File: src/rtl/core/u8d_pkg.sv
package u8d_pkg;

    // decoded character values
    localparam logic [20:0] REPL_CHAR  = 21'h00FFFD;
    localparam logic [20:0] MAX_SCALAR = 21'h10FFFF;
    localparam logic [20:0] SURR_LO    = 21'h00D800;
    localparam logic [20:0] SURR_HI    = 21'h00DFFF;

    // shortest-form lower bounds per sequence length
    localparam logic [20:0] MIN_LEN2   = 21'h000080;
    localparam logic [20:0] MIN_LEN3   = 21'h000800;
    localparam logic [20:0] MIN_LEN4   = 21'h010000;

    // byte classes
    localparam logic [7:0]  CONT_MASK  = 8'hC0;
    localparam logic [7:0]  CONT_CODE  = 8'h80;
    localparam logic [7:0]  LEAD2_MASK = 8'hE0;
    localparam logic [7:0]  LEAD2_CODE = 8'hC0;
    localparam logic [7:0]  LEAD3_MASK = 8'hF0;
    localparam logic [7:0]  LEAD3_CODE = 8'hE0;
    localparam logic [7:0]  LEAD4_MASK = 8'hF8;
    localparam logic [7:0]  LEAD4_CODE = 8'hF0;

    // sequence lengths
    localparam logic [2:0]  LEN_NONE   = 3'd0;
    localparam logic [2:0]  LEN_1      = 3'd1;
    localparam logic [2:0]  LEN_2      = 3'd2;
    localparam logic [2:0]  LEN_3      = 3'd3;
    localparam logic [2:0]  LEN_4      = 3'd4;

    // job queue between front and back
    localparam int QDEPTH = 4;
    localparam int QPTR_W = $clog2(QDEPTH);

    // one job: n_flush replacements at base, base+1, ..., then optionally
    // the main result at base+n_flush
    typedef struct packed {
        logic [1:0]  n_flush;
        logic        has_main;
        logic [20:0] cp;
        logic [2:0]  len;
        logic        repl;
        logic        wf;
        logic        eot;
    } t_job;

endpackage

File: src/rtl/core/u8d_front.sv
module u8d_front #(
    parameter int OFFSET_WIDTH = 32
) (
    input  logic                    i_clk,
    input  logic                    i_rst_n,
    input  logic                    i_valid,
    input  logic [7:0]              i_byte,
    input  logic                    i_eot,
    output logic                    o_ready,
    input  logic                    i_q_ready,
    output logic                    o_push,
    output u8d_pkg::t_job           o_job,
    output logic [OFFSET_WIDTH-1:0] o_base
);

    logic [20:0]             r_pv,   n_pv;
    logic [2:0]              r_exp,  n_exp;
    logic [1:0]              r_bc,   n_bc;
    logic [OFFSET_WIDTH-1:0] r_lead, n_lead;
    logic [OFFSET_WIDTH-1:0] r_next, n_next;

    logic                    accept;
    logic                    cont;
    logic                    pending;
    logic [2:0]              bc_inc;
    logic [20:0]             pv_ext;
    logic [20:0]             least;
    logic                    scalar_ok;
    logic [2:0]              lead_len;
    logic [20:0]             lead_bits;
    u8d_pkg::t_job           job;
    logic [OFFSET_WIDTH-1:0] base;

    assign o_ready = i_q_ready;
    assign accept  = i_valid && i_q_ready;
    assign cont    = (i_byte & u8d_pkg::CONT_MASK) == u8d_pkg::CONT_CODE;
    assign pending = r_exp != u8d_pkg::LEN_NONE;
    assign bc_inc  = {1'b0, r_bc} + 3'd1;
    assign pv_ext  = {r_pv[14:0], i_byte[5:0]};

    always_comb begin
        unique case (r_exp)
            u8d_pkg::LEN_2: least = u8d_pkg::MIN_LEN2;
            u8d_pkg::LEN_3: least = u8d_pkg::MIN_LEN3;
            default:        least = u8d_pkg::MIN_LEN4;
        endcase
    end

    assign scalar_ok = (pv_ext <= u8d_pkg::MAX_SCALAR) &&
                       !((pv_ext >= u8d_pkg::SURR_LO) && (pv_ext <= u8d_pkg::SURR_HI));

    // lead byte class
    always_comb begin
        lead_len  = u8d_pkg::LEN_NONE;
        lead_bits = '0;
        if ((i_byte & u8d_pkg::LEAD2_MASK) == u8d_pkg::LEAD2_CODE) begin
            lead_len  = u8d_pkg::LEN_2;
            lead_bits = {16'd0, i_byte[4:0]};
        end else if ((i_byte & u8d_pkg::LEAD3_MASK) == u8d_pkg::LEAD3_CODE) begin
            lead_len  = u8d_pkg::LEN_3;
            lead_bits = {17'd0, i_byte[3:0]};
        end else if ((i_byte & u8d_pkg::LEAD4_MASK) == u8d_pkg::LEAD4_CODE) begin
            lead_len  = u8d_pkg::LEN_4;
            lead_bits = {18'd0, i_byte[2:0]};
        end
    end

    always_comb begin
        n_pv     = r_pv;
        n_exp    = r_exp;
        n_bc     = r_bc;
        n_lead   = r_lead;
        n_next   = r_next + OFFSET_WIDTH'(1);
        job      = '0;
        job.eot  = i_eot;
        base     = r_lead;

        if (pending && cont) begin
            if (bc_inc >= r_exp) begin
                // sequence complete
                job.has_main = 1'b1;
                job.len      = r_exp;
                job.repl     = !scalar_ok;
                job.cp       = scalar_ok ? pv_ext : u8d_pkg::REPL_CHAR;
                job.wf       = scalar_ok && (pv_ext >= least);
                n_exp        = u8d_pkg::LEN_NONE;
                n_bc         = '0;
                n_pv         = '0;
            end else begin
                n_pv = pv_ext;
                n_bc = bc_inc[1:0];
                if (i_eot) begin
                    job.n_flush = bc_inc[1:0];
                end
            end
        end else begin
            // no open sequence, or a broken one: replay any collected bytes, then treat as lead
            job.n_flush = pending ? r_bc : 2'd0;
            base        = pending ? r_lead : r_next;
            n_exp       = u8d_pkg::LEN_NONE;
            n_bc        = '0;
            n_pv        = '0;
            job.has_main = 1'b1;
            job.len      = u8d_pkg::LEN_1;
            if (!i_byte[7]) begin
                job.cp = {13'd0, i_byte};
                job.wf = 1'b1;
            end else if (lead_len != u8d_pkg::LEN_NONE && !i_eot) begin
                job.has_main = 1'b0;
                n_exp        = lead_len;
                n_bc         = 2'd1;
                n_pv         = lead_bits;
                n_lead       = r_next;
            end else begin
                // bad lead, or a lead cut off by end of text
                job.cp   = u8d_pkg::REPL_CHAR;
                job.repl = 1'b1;
            end
        end

        if (i_eot) begin
            n_exp  = u8d_pkg::LEN_NONE;
            n_bc   = '0;
            n_pv   = '0;
            n_lead = '0;
            n_next = '0;
        end
    end

    assign o_job  = job;
    assign o_base = base;
    assign o_push = accept && ((job.n_flush != 2'd0) || job.has_main);

    always_ff @(posedge i_clk) begin
        if (!i_rst_n) begin
            r_pv   <= '0;
            r_exp  <= u8d_pkg::LEN_NONE;
            r_bc   <= '0;
            r_lead <= '0;
            r_next <= '0;
        end else if (accept) begin
            r_pv   <= n_pv;
            r_exp  <= n_exp;
            r_bc   <= n_bc;
            r_lead <= n_lead;
            r_next <= n_next;
        end
    end

endmodule

File: src/rtl/core/u8d_queue.sv
module u8d_queue #(
    parameter int OFFSET_WIDTH = 32
) (
    input  logic                    i_clk,
    input  logic                    i_rst_n,
    input  logic                    i_push,
    input  u8d_pkg::t_job           i_job,
    input  logic [OFFSET_WIDTH-1:0] i_base,
    output logic                    o_ready,
    input  logic                    i_pop,
    output logic                    o_valid,
    output u8d_pkg::t_job           o_job,
    output logic [OFFSET_WIDTH-1:0] o_base
);

    u8d_pkg::t_job           r_job  [u8d_pkg::QDEPTH];
    logic [OFFSET_WIDTH-1:0] r_base [u8d_pkg::QDEPTH];
    logic [u8d_pkg::QPTR_W-1:0] r_wr, r_rd;
    logic [u8d_pkg::QPTR_W:0]   r_cnt, n_cnt;

    assign o_ready = r_cnt != (u8d_pkg::QPTR_W+1)'(u8d_pkg::QDEPTH);
    assign o_valid = r_cnt != '0;
    assign o_job   = r_job[r_rd];
    assign o_base  = r_base[r_rd];

    always_comb begin
        n_cnt = r_cnt;
        if (i_push && !i_pop) begin
            n_cnt = r_cnt + 1'b1;
        end else if (i_pop && !i_push) begin
            n_cnt = r_cnt - 1'b1;
        end
    end

    always_ff @(posedge i_clk) begin
        if (i_push) begin
            r_job[r_wr]  <= i_job;
            r_base[r_wr] <= i_base;
        end
    end

    always_ff @(posedge i_clk) begin
        if (!i_rst_n) begin
            r_wr  <= '0;
            r_rd  <= '0;
            r_cnt <= '0;
        end else begin
            if (i_push) begin
                r_wr <= r_wr + 1'b1;
            end
            if (i_pop) begin
                r_rd <= r_rd + 1'b1;
            end
            r_cnt <= n_cnt;
        end
    end

endmodule

File: src/rtl/core/u8d_back.sv
module u8d_back #(
    parameter int OFFSET_WIDTH = 32
) (
    input  logic                    i_clk,
    input  logic                    i_rst_n,
    input  logic                    i_valid,
    input  u8d_pkg::t_job           i_job,
    input  logic [OFFSET_WIDTH-1:0] i_base,
    output logic                    o_pop,
    input  logic                    i_ready,
    output logic                    o_valid,
    output logic [20:0]             o_cp,
    output logic [31:0]             o_ofs,
    output logic [2:0]              o_len,
    output logic                    o_repl,
    output logic                    o_wf,
    output logic                    o_all,
    output logic                    o_last
);

    logic [1:0]              r_idx;
    logic                    r_flag;
    logic                    r_ov;
    logic [20:0]             r_cp;
    logic [31:0]             r_ofs;
    logic [2:0]              r_len;
    logic                    r_repl;
    logic                    r_wf;
    logic                    r_all;
    logic                    r_last;

    logic                    load;
    logic                    last;
    logic                    is_main;
    logic                    wf;
    logic [OFFSET_WIDTH-1:0] ofs;

    assign load    = i_valid && (!r_ov || i_ready);
    assign last    = ({1'b0, r_idx} + 3'd1) ==
                     ({1'b0, i_job.n_flush} + {2'd0, i_job.has_main});
    assign is_main = i_job.has_main && (r_idx == i_job.n_flush);
    assign wf      = is_main && i_job.wf;
    assign ofs     = i_base + OFFSET_WIDTH'(r_idx);
    assign o_pop   = load && last;

    always_ff @(posedge i_clk) begin
        if (load) begin
            r_cp   <= is_main ? i_job.cp   : u8d_pkg::REPL_CHAR;
            r_len  <= is_main ? i_job.len  : u8d_pkg::LEN_1;
            r_repl <= is_main ? i_job.repl : 1'b1;
            r_wf   <= wf;
            r_all  <= r_flag && wf;
            r_ofs  <= 32'(ofs);
            r_last <= last;
        end
    end

    always_ff @(posedge i_clk) begin
        if (!i_rst_n) begin
            r_ov   <= 1'b0;
            r_idx  <= '0;
            r_flag <= 1'b1;
        end else begin
            if (load) begin
                r_ov   <= 1'b1;
                r_idx  <= last ? 2'd0 : r_idx + 2'd1;
                r_flag <= (last && i_job.eot) ? 1'b1 : (r_flag && wf);
            end else if (i_ready) begin
                r_ov <= 1'b0;
            end
        end
    end

    assign o_valid = r_ov;
    assign o_cp    = r_cp;
    assign o_ofs   = r_ofs;
    assign o_len   = r_len;
    assign o_repl  = r_repl;
    assign o_wf    = r_wf;
    assign o_all   = r_all;
    assign o_last  = r_last;

endmodule

File: src/rtl/core/utf8_stream_decoder.sv
// Streaming UTF-8 decoder with U+FFFD replacement. One byte enters per word
// on the slave side (tlast marks end of text); decoded code points leave on
// the master side with the offset of their first byte, their length and
// validity flags. Throughput is one byte per cycle while each byte yields
// at most one result and the master side is ready; a byte that yields n
// results (a broken sequence replaying up to three collected bytes, plus
// its own result) sends them one after another, as the single output
// register issues one result per cycle while the master side is ready. A
// four-entry job queue between the decoding front end and the output
// sequencer absorbs such bursts, so the input keeps flowing until the queue
// fills. Results pass through the job queue and the output register. Offsets
// count in OFFSET_WIDTH bits and wrap there; end of text zeroes them and
// sets the all-valid flag again. No clearing pass after reset.
module utf8_stream_decoder #(
    parameter int OFFSET_WIDTH = 32
) (
    input  logic        i_clk,
    input  logic        i_rst_n,
    // slave side
    input  logic        i_s_axis_tvalid,
    output logic        o_s_axis_tready,
    input  logic [7:0]  i_s_axis_tdata,   // [7:0] text_byte
    input  logic        i_s_axis_tlast,   // end_of_text
    // master side
    output logic        o_m_axis_tvalid,
    input  logic        i_m_axis_tready,
    output logic [55:0] o_m_axis_tdata,   // [20:0] code_point, [52:21] byte_offset,
                                          // [55:53] byte_length
    output logic [2:0]  o_m_axis_tuser,   // [0] replaced, [1] well_formed,
                                          // [2] all_valid_so_far
    output logic        o_m_axis_tlast    // last_of_run
);

    logic                    push;
    u8d_pkg::t_job           f_job;
    logic [OFFSET_WIDTH-1:0] f_base;
    logic                    q_ready;
    logic                    q_valid;
    logic                    pop;
    u8d_pkg::t_job           q_job;
    logic [OFFSET_WIDTH-1:0] q_base;

    logic [20:0] cp;
    logic [31:0] ofs;
    logic [2:0]  len;
    logic        repl;
    logic        wf;
    logic        all_ok;

    // front: decode state, one byte per word, builds a result job
    u8d_front #(.OFFSET_WIDTH(OFFSET_WIDTH)) u_front (
        .i_clk     (i_clk),
        .i_rst_n   (i_rst_n),
        .i_valid   (i_s_axis_tvalid),
        .i_byte    (i_s_axis_tdata),
        .i_eot     (i_s_axis_tlast),
        .o_ready   (o_s_axis_tready),
        .i_q_ready (q_ready),
        .o_push    (push),
        .o_job     (f_job),
        .o_base    (f_base)
    );

    // jobs waiting for the sequencer
    u8d_queue #(.OFFSET_WIDTH(OFFSET_WIDTH)) u_queue (
        .i_clk   (i_clk),
        .i_rst_n (i_rst_n),
        .i_push  (push),
        .i_job   (f_job),
        .i_base  (f_base),
        .o_ready (q_ready),
        .i_pop   (pop),
        .o_valid (q_valid),
        .o_job   (q_job),
        .o_base  (q_base)
    );

    // back: expands each job into results, keeps the all-valid flag
    u8d_back #(.OFFSET_WIDTH(OFFSET_WIDTH)) u_back (
        .i_clk   (i_clk),
        .i_rst_n (i_rst_n),
        .i_valid (q_valid),
        .i_job   (q_job),
        .i_base  (q_base),
        .o_pop   (pop),
        .i_ready (i_m_axis_tready),
        .o_valid (o_m_axis_tvalid),
        .o_cp    (cp),
        .o_ofs   (ofs),
        .o_len   (len),
        .o_repl  (repl),
        .o_wf    (wf),
        .o_all   (all_ok),
        .o_last  (o_m_axis_tlast)
    );

    assign o_m_axis_tdata = {len, ofs, cp};
    assign o_m_axis_tuser = {all_ok, wf, repl};

endmodule

File: config.mk
export PLATFORM = sky130hd
export DESIGN_NAME = utf8_stream_decoder
export DESIGN_NICKNAME = d
export VERILOG_FILES = /design/src/rtl/core/u8d_pkg.sv /design/src/rtl/core/u8d_front.sv /design/src/rtl/core/u8d_queue.sv /design/src/rtl/core/u8d_back.sv /design/src/rtl/core/utf8_stream_decoder.sv
export SDC_FILE = /design/constraint.sdc
export NUM_CORES = 1
export LEC_CHECK = 0
export BUFFER_PORTS_ARGS = -buffer_cell sky130_fd_sc_hd__buf_4
export CAP_MARGIN = 40
export CORE_MARGIN = 4
export CORE_UTILIZATION = 50
export CTS_BUF_LIST = sky130_fd_sc_hd__clkbuf_16
export DETAILED_ROUTE_END_ITERATION = 7
export GPL_TIMING_DRIVEN = 0
export PLACE_DENSITY = 0.67
export SLEW_MARGIN = 5
export SYNTH_ARGS = -nofsm -noshare
export SYNTH_HDL_FRONTEND = slang
export SYNTH_SLANG_ARGS = --single-unit
File: constraint.sdc
create_clock -name i_clk -period 4.5 [get_ports i_clk]
set_clock_uncertainty 0.15 [all_clocks]
set_input_delay 0.45 -clock i_clk [delete_from_list [all_inputs] [get_ports i_clk]]
set_output_delay 0.45 -clock i_clk [all_outputs]
set_load 0.02 [all_outputs]
==> Yosys cells after proc, flatten, opt, wreduce, memory -nomap -nowiden <==
Memories as Yosys holds them, arrays and structs flattened. A register that Yosys moved wholly into a read port is not among the register bits.
Index checks and enable logic that the tools add are counted.
{ "word_totals": {"input_bits": 13, "ram_bits": 248, "elab_cells": 132, "out_inout_bits": 62, "memories": 2, "mem_bits_ro": 0, "latch_bits": 0, "regBits": 155} }
{ "mem_list": {"columns": ["memory", "depth", "width", "rd", "rd_clocked_by_memory_dff", "write_ports", "line", "rtl"], "rows": [
  ["u_queue.r_base", 4, 32, 1, 1, 1, "u8d_queue.sv:17", "logic [OFFSET_WIDTH-1:0] r_base [u8d_pkg::QDEPTH];"],
  ["u_queue.r_job", 4, 30, 1, 1, 1, "u8d_queue.sv:16", "u8d_pkg::t_job r_job [u8d_pkg::QDEPTH];"]
]} }
{ "classes": {"n_reduce_logical": 33, "muxes": 53, "div": 0, "add_sub_neg": 10, "n_eq_ne": 11, "bitwise": 0, "multipliers": 0, "shifts": 0, "magnitude_cmp": 5} }
{ "ops": {"columns": ["operator", "count"], "rows": [
  ["two-way mux 32 bit", 7],
  ["two-way mux 15 bit", 6],
  ["two-way mux 21 bit", 2],
  ["case mux 17 bit (2 select lines)", 1],
  ["two-way mux 3 bit", 11],
  ["adder 32 x 1 -> 32 bit, second input constant", 1],
  ["adder 32 x 2 -> 32 bit", 1],
  ["two-way mux 29 bit", 1],
  ["two-way mux 27 bit", 1],
  ["two-way mux 2 bit", 12],
  [">= comparator 21 x 16 -> 1 bit, second input constant", 1],
  [">= comparator 21 x 17 -> 1 bit", 1],
  ["<= comparator 21 x 16 -> 1 bit, second input constant", 1],
  ["<= comparator 21 bit, second input constant", 1],
  ["two-way mux 16 bit", 1],
  ["logical AND 1 bit", 15],
  ["two-way mux 1 bit", 10],
  ["nonzero test 2 bit", 5],
  ["nonzero test 3 bit", 3],
  ["adder 2 x 1 -> 2 bit, second input constant", 3],
  ["adder 2 x 1 -> 3 bit, second input constant", 2],
  ["== test 3 x 2 -> 1 bit, second input constant", 2],
  ["logical NOT 1 bit", 6],
  ["inequality test 3 bit, second input constant", 2],
  ["15 further kinds", 16]
]} }

==> Depth between registers and ports, before layout <==
{ "depth": {"depth_word": 16, "mapped_depth": 15} }

==> Hierarchy <==
From an unflattened synthesis, not the netlist that was laid out.
{ "unflattened": {"cells_unflattened": 1134, "hier_area_um2": 16808.6} }
{ "by_module_without_submodules": {"columns": ["mod", "instances", "area_per_inst_um2", "seq_area_each_um2", "cells_per_inst"], "rows": [
  ["u8d_queue", 1, 9462.8, 7627.3, 368],
  ["u8d_front", 1, 4389.2, 1681.6, 550],
  ["u8d_back", 1, 2934.1, 1881.8, 213],
  ["utf8_stream_decoder", 1, 22.5, 0.0, 3]
]} }

==> Worst setup path before layout <==
Ideal clock, no wire load.
{ "synth_path": {"path_type": "register -> register", "startpoint": "register u_front.r_bc[0]", "endpoint": "memory u_queue.r_base[2][0], enable pin", "setup_time_ns": 0.426, "path_buffers": 1, "period_less_slack_ns": 4.120, "t_arrival_ns": 3.543, "stages_incl_launch_ff": 9, "slack_ns": 0.380, "cell_sequence": "dfxtp_1 > ha_1 > ha_1 > a21o_1 > a21o_1 > o21ai_0 > o31a_1 > clkbuf_1 > and2_1"} }
{ "synth_rtl": {"columns": ["element", "line", "rtl"], "rows": [
  ["start: declaration", "u8d_front.sv:18", "logic [1:0] r_bc, n_bc;"],
  ["start signal: assignment", "u8d_front.sv:144", "r_bc <= n_bc;"],
  ["end: declaration", "u8d_queue.sv:17", null]
]} }

==> metrics.txt <==
critical path's slowest cell buf_2; Seq pwr share 45.5%; largest net degree at the start of global routing 56; final hold violations 0; clk_lat worst skew 0.53 ns; ys async rst share 0%; CTS tree yes; Clock Sinks 405; period utilization 91.0%; Worst VDD drop 0.000880 V; vias 9440; switching part of the total 28.4%; Final Cell Area 19200 µm²; worst slack, placed 0.216 ns; YS warnings 0; register area share after synthesis 67.3%; number of flops mapped to enable cells by yosys 308; total CTS buffers 41; Mean Syn Cell Area 14.6 µm²; vias in the first global route 9413; final setup TNS 0 ns; postcts setup bufs 0; Clock Power Share 30.7%; number of synthesized register bits 405; Crit Path Max Fanout 10; Routed Antenna Nets 0; core box area 32700 µm²; H-tree depth 2; DRC violations left 0; DRT Wirelength 32800 µm; drt pass-1 iters 5; GRT Util Overall 18.5%; average via count per standard cell 5.44; final worst slack 0.405 ns; port bufs 71; Leak 6.53 nW; Max Cap Viol 0; full die area 36200 µm²; CTS Root Buffer Type clkbuf_16; Initial DRC Count 816; IO Count 75; Initial Utilization 50.8%; Tot Pwr 10.6 mW; most repeated library cell on the critical path buf_2; worst-margin pin slew 0.743 ns; fmax 244 MHz; CP Capture Type flop; Setup CP Type flop to flop; Mapped Nets 1172; final setup fails 0; routed len/inst 18.9 µm; post-synthesis cell area 16600 µm²; Slowest Stage Delay on Critical Path 0.38 ns; Placement Cell Area 17900 µm²; post-synthesis cell type count 62; Final Net Count 1294; CP Data Required Time 4.80 ns; commonest non-fill, non-tap cell in the layout edfxtp_1; FP Rows 66; ys flop type edfxtp_1; die extent in y 190 µm; Relative slew margins 50.1%; die width 190 µm; commonest non-fill, non-tap cells in the layout 308 x edfxtp_1, 161 x nand2_1, 97 x dfxtp_1; initial antenna violation count 0; Comb pwr share 23.9%; diode count 0; P&R area growth vs syn 15.3%; dpl hpwl 21700 µm; clk slew on worst S/H paths 0.06 ns; Mapped Cells 1139; worst hold path type primary input to flop; Power Dens Cells 553 nW/µm²; worst hold margin 0.0593 ns; Max Slew Vio Count 0; global route overflow 0; cell-internal power 7.58 mW; startpoint types flop; clock tree buffer depth 3; CP Data Arrival Time 4.39 ns; switching power total 3.01 mW; layout cells sized above 1 17.9%; first-pass GRT wire length 53000 µm; status finished, final reports clean; Cell Chain, Critical Path buf_2 > buf_2 > buf_2 > mux4_2 > ha_1 > ha_1 > xor2_1 > nor3_1 > buf_2 > nand2_1 > ha_1 > inv_1 > fa_1 > xor2_1 > or3_1 > a21boi_0; RSZ-0062 raised after global routing false; Final Critical Period 4.10 ns; GP Congestion 0.858
-- per-layer routing --
layer | vias to the layer above | GRT usage (%) | share of wire [%]
met4 | 0 | 4.31 | 1.7
met5 | - | 0 | 0
met2 | 247 | 29.4 | 47
met3 | 42 | 2.89 | 5.6
li1 | 4478 | - | -
met1 | 4673 | 27.2 | 46
-- final cells by class --
| cell class | instances | area, µm² |
|---|---|---|
| inverters | 17 | 66.3 |
| multi-input cells | 661 | 5100 |
| well taps | 442 | 553 |
| plain buffers | 56 | 278 |
| clock buffers | 41 | 1030 |
| repair buffers | 79 | 693 |
| flip-flops and latches | 405 | 11200 |
| fillers | 2602 | 13500 |
| clock inverters | 34 | 262 |
-- repair_timing --
item | 4_1_cts | 5_1_grt
gates resized for setup | 0 | 2
endpoints found under the setup margin | 0 | 5
hold buffers | 1 | 0
endpoints found under the hold margin | 4 | 0
-- critical path: cells and delay by family (launching register included) --
kind	cells	cell delay, ns
xor+xnor	2	0.35
mux	1	0.38
compound gates	1	0.17
buf+inv	5	1.09
simple gates	3	0.51
fa+ha+maj	4	1.07
flops	1	0.30
-- Yosys cell counts, types with 2 or more instances --
library cell / n / area share (%)
or2_1: 17 / 0.64
buf_2: 12 / 0.36
nor3_2: 3 / 0.18
nand2b_1: 3 / 0.11
nor2_1: 54 / 1.2
a21oi_1: 21 / 0.63
nand3_1: 28 / 0.84
a21boi_0: 8 / 0.36
a22oi_1: 32 / 1.4
xnor2_1: 34 / 1.8
or4_1: 2 / 0.090
buf_4: 4 / 0.18
clkbuf_1: 36 / 0.81
fa_1: 2 / 0.24
mux4_1: 6 / 0.95
mux4_2: 56 / 7.6
and3_1: 12 / 0.45
a32oi_1: 2 / 0.11
dfxtp_1: 97 / 12
nand3b_1: 3 / 0.14
or3_1: 7 / 0.26
a2111oi_0: 2 / 0.11
inv_1: 17 / 0.38
ha_1: 18 / 1.4
nor3_1: 12 / 0.36
nand4_4: 3 / 0.38
xor2_1: 34 / 1.8
o21ai_0: 8 / 0.24
edfxtp_1: 308 / 56
a21o_1: 18 / 0.81
nand4_1: 16 / 0.60
o21ai_1: 3 / 0.090
nor2b_1: 53 / 2.0
mux2i_1: 3 / 0.18
and2_1: 15 / 0.56
nand2_1: 161 / 3.6
and4_1: 4 / 0.21
-- power by group through the flow --
| stage | logic [mW] | registers [mW] | clock network (mW) |
|---|---|---|---|
| finish | 2.53 | 4.82 | 3.25 |
| global route | 2.74 | 4.86 | 3.50 |
| CTS | 2.59 | 4.82 | 3.33 |
| detailed placement | 2.57 | 4.89 | 0 |
| global placement | 2.44 | 4.94 | 0 |
| floorplan | 1.33 | 5.19 | 0 |
-- flip-flops by register name (all words and copies together) (netlist names), 2 cells and up, named ones only --
name and flops:
u_queue.r_base 128, u_queue.r_job 120, u_back.o_ofs 32, u_front.r_lead 32, u_front.r_next 32, u_back.o_cp 21
u_front.r_pv 15, u_back.o_len 3, u_front.r_exp 3, u_queue.r_cnt 3, u_back.r_idx 2, u_front.r_bc 2
u_queue.r_rd 2, u_queue.r_wr 2
-- metrics by stage --
step                      util [%]  std cells
after CTS                     58.6       1735
after global routing          58.6       1735
after global placement        54.2       1652
after floorplan                  -       1139
final                         58.6       1735
after detailed placement      54.7       1659
-- path summary, 6_finish.rpt --
check / start / end / slack [ns] / depth (start not counted)
worst max-delay path: flop / u_queue.r_cnt[2] / 0.40 / 16
worst min register to register: u_front.r_pv[13] / u_front.r_pv[13] / 0.32 / 2
worst max register to register: flop / u_queue.r_cnt[2] / 0.40 / 16
worst min-delay path: i_m_axis_tready / u_back.o_valid / 0.06 / 4
-- kinds of logic (layout without fill, tap and decap cells) --
family,Yosys count,after routing,synth area share (%)
AND/OR/NAND/NOR,405,405,12.4
flip-flops,405,405,67.3
adder cells (fa/ha/maj),20,20,1.60
multiplexers,65,65,8.72
buffers and inverters,73,227,2.05
AO/OA/AOI/OAI,103,103,4.34
XOR/XNOR,68,68,3.58
Note: power is estimated with default switching activity, not from simulation.
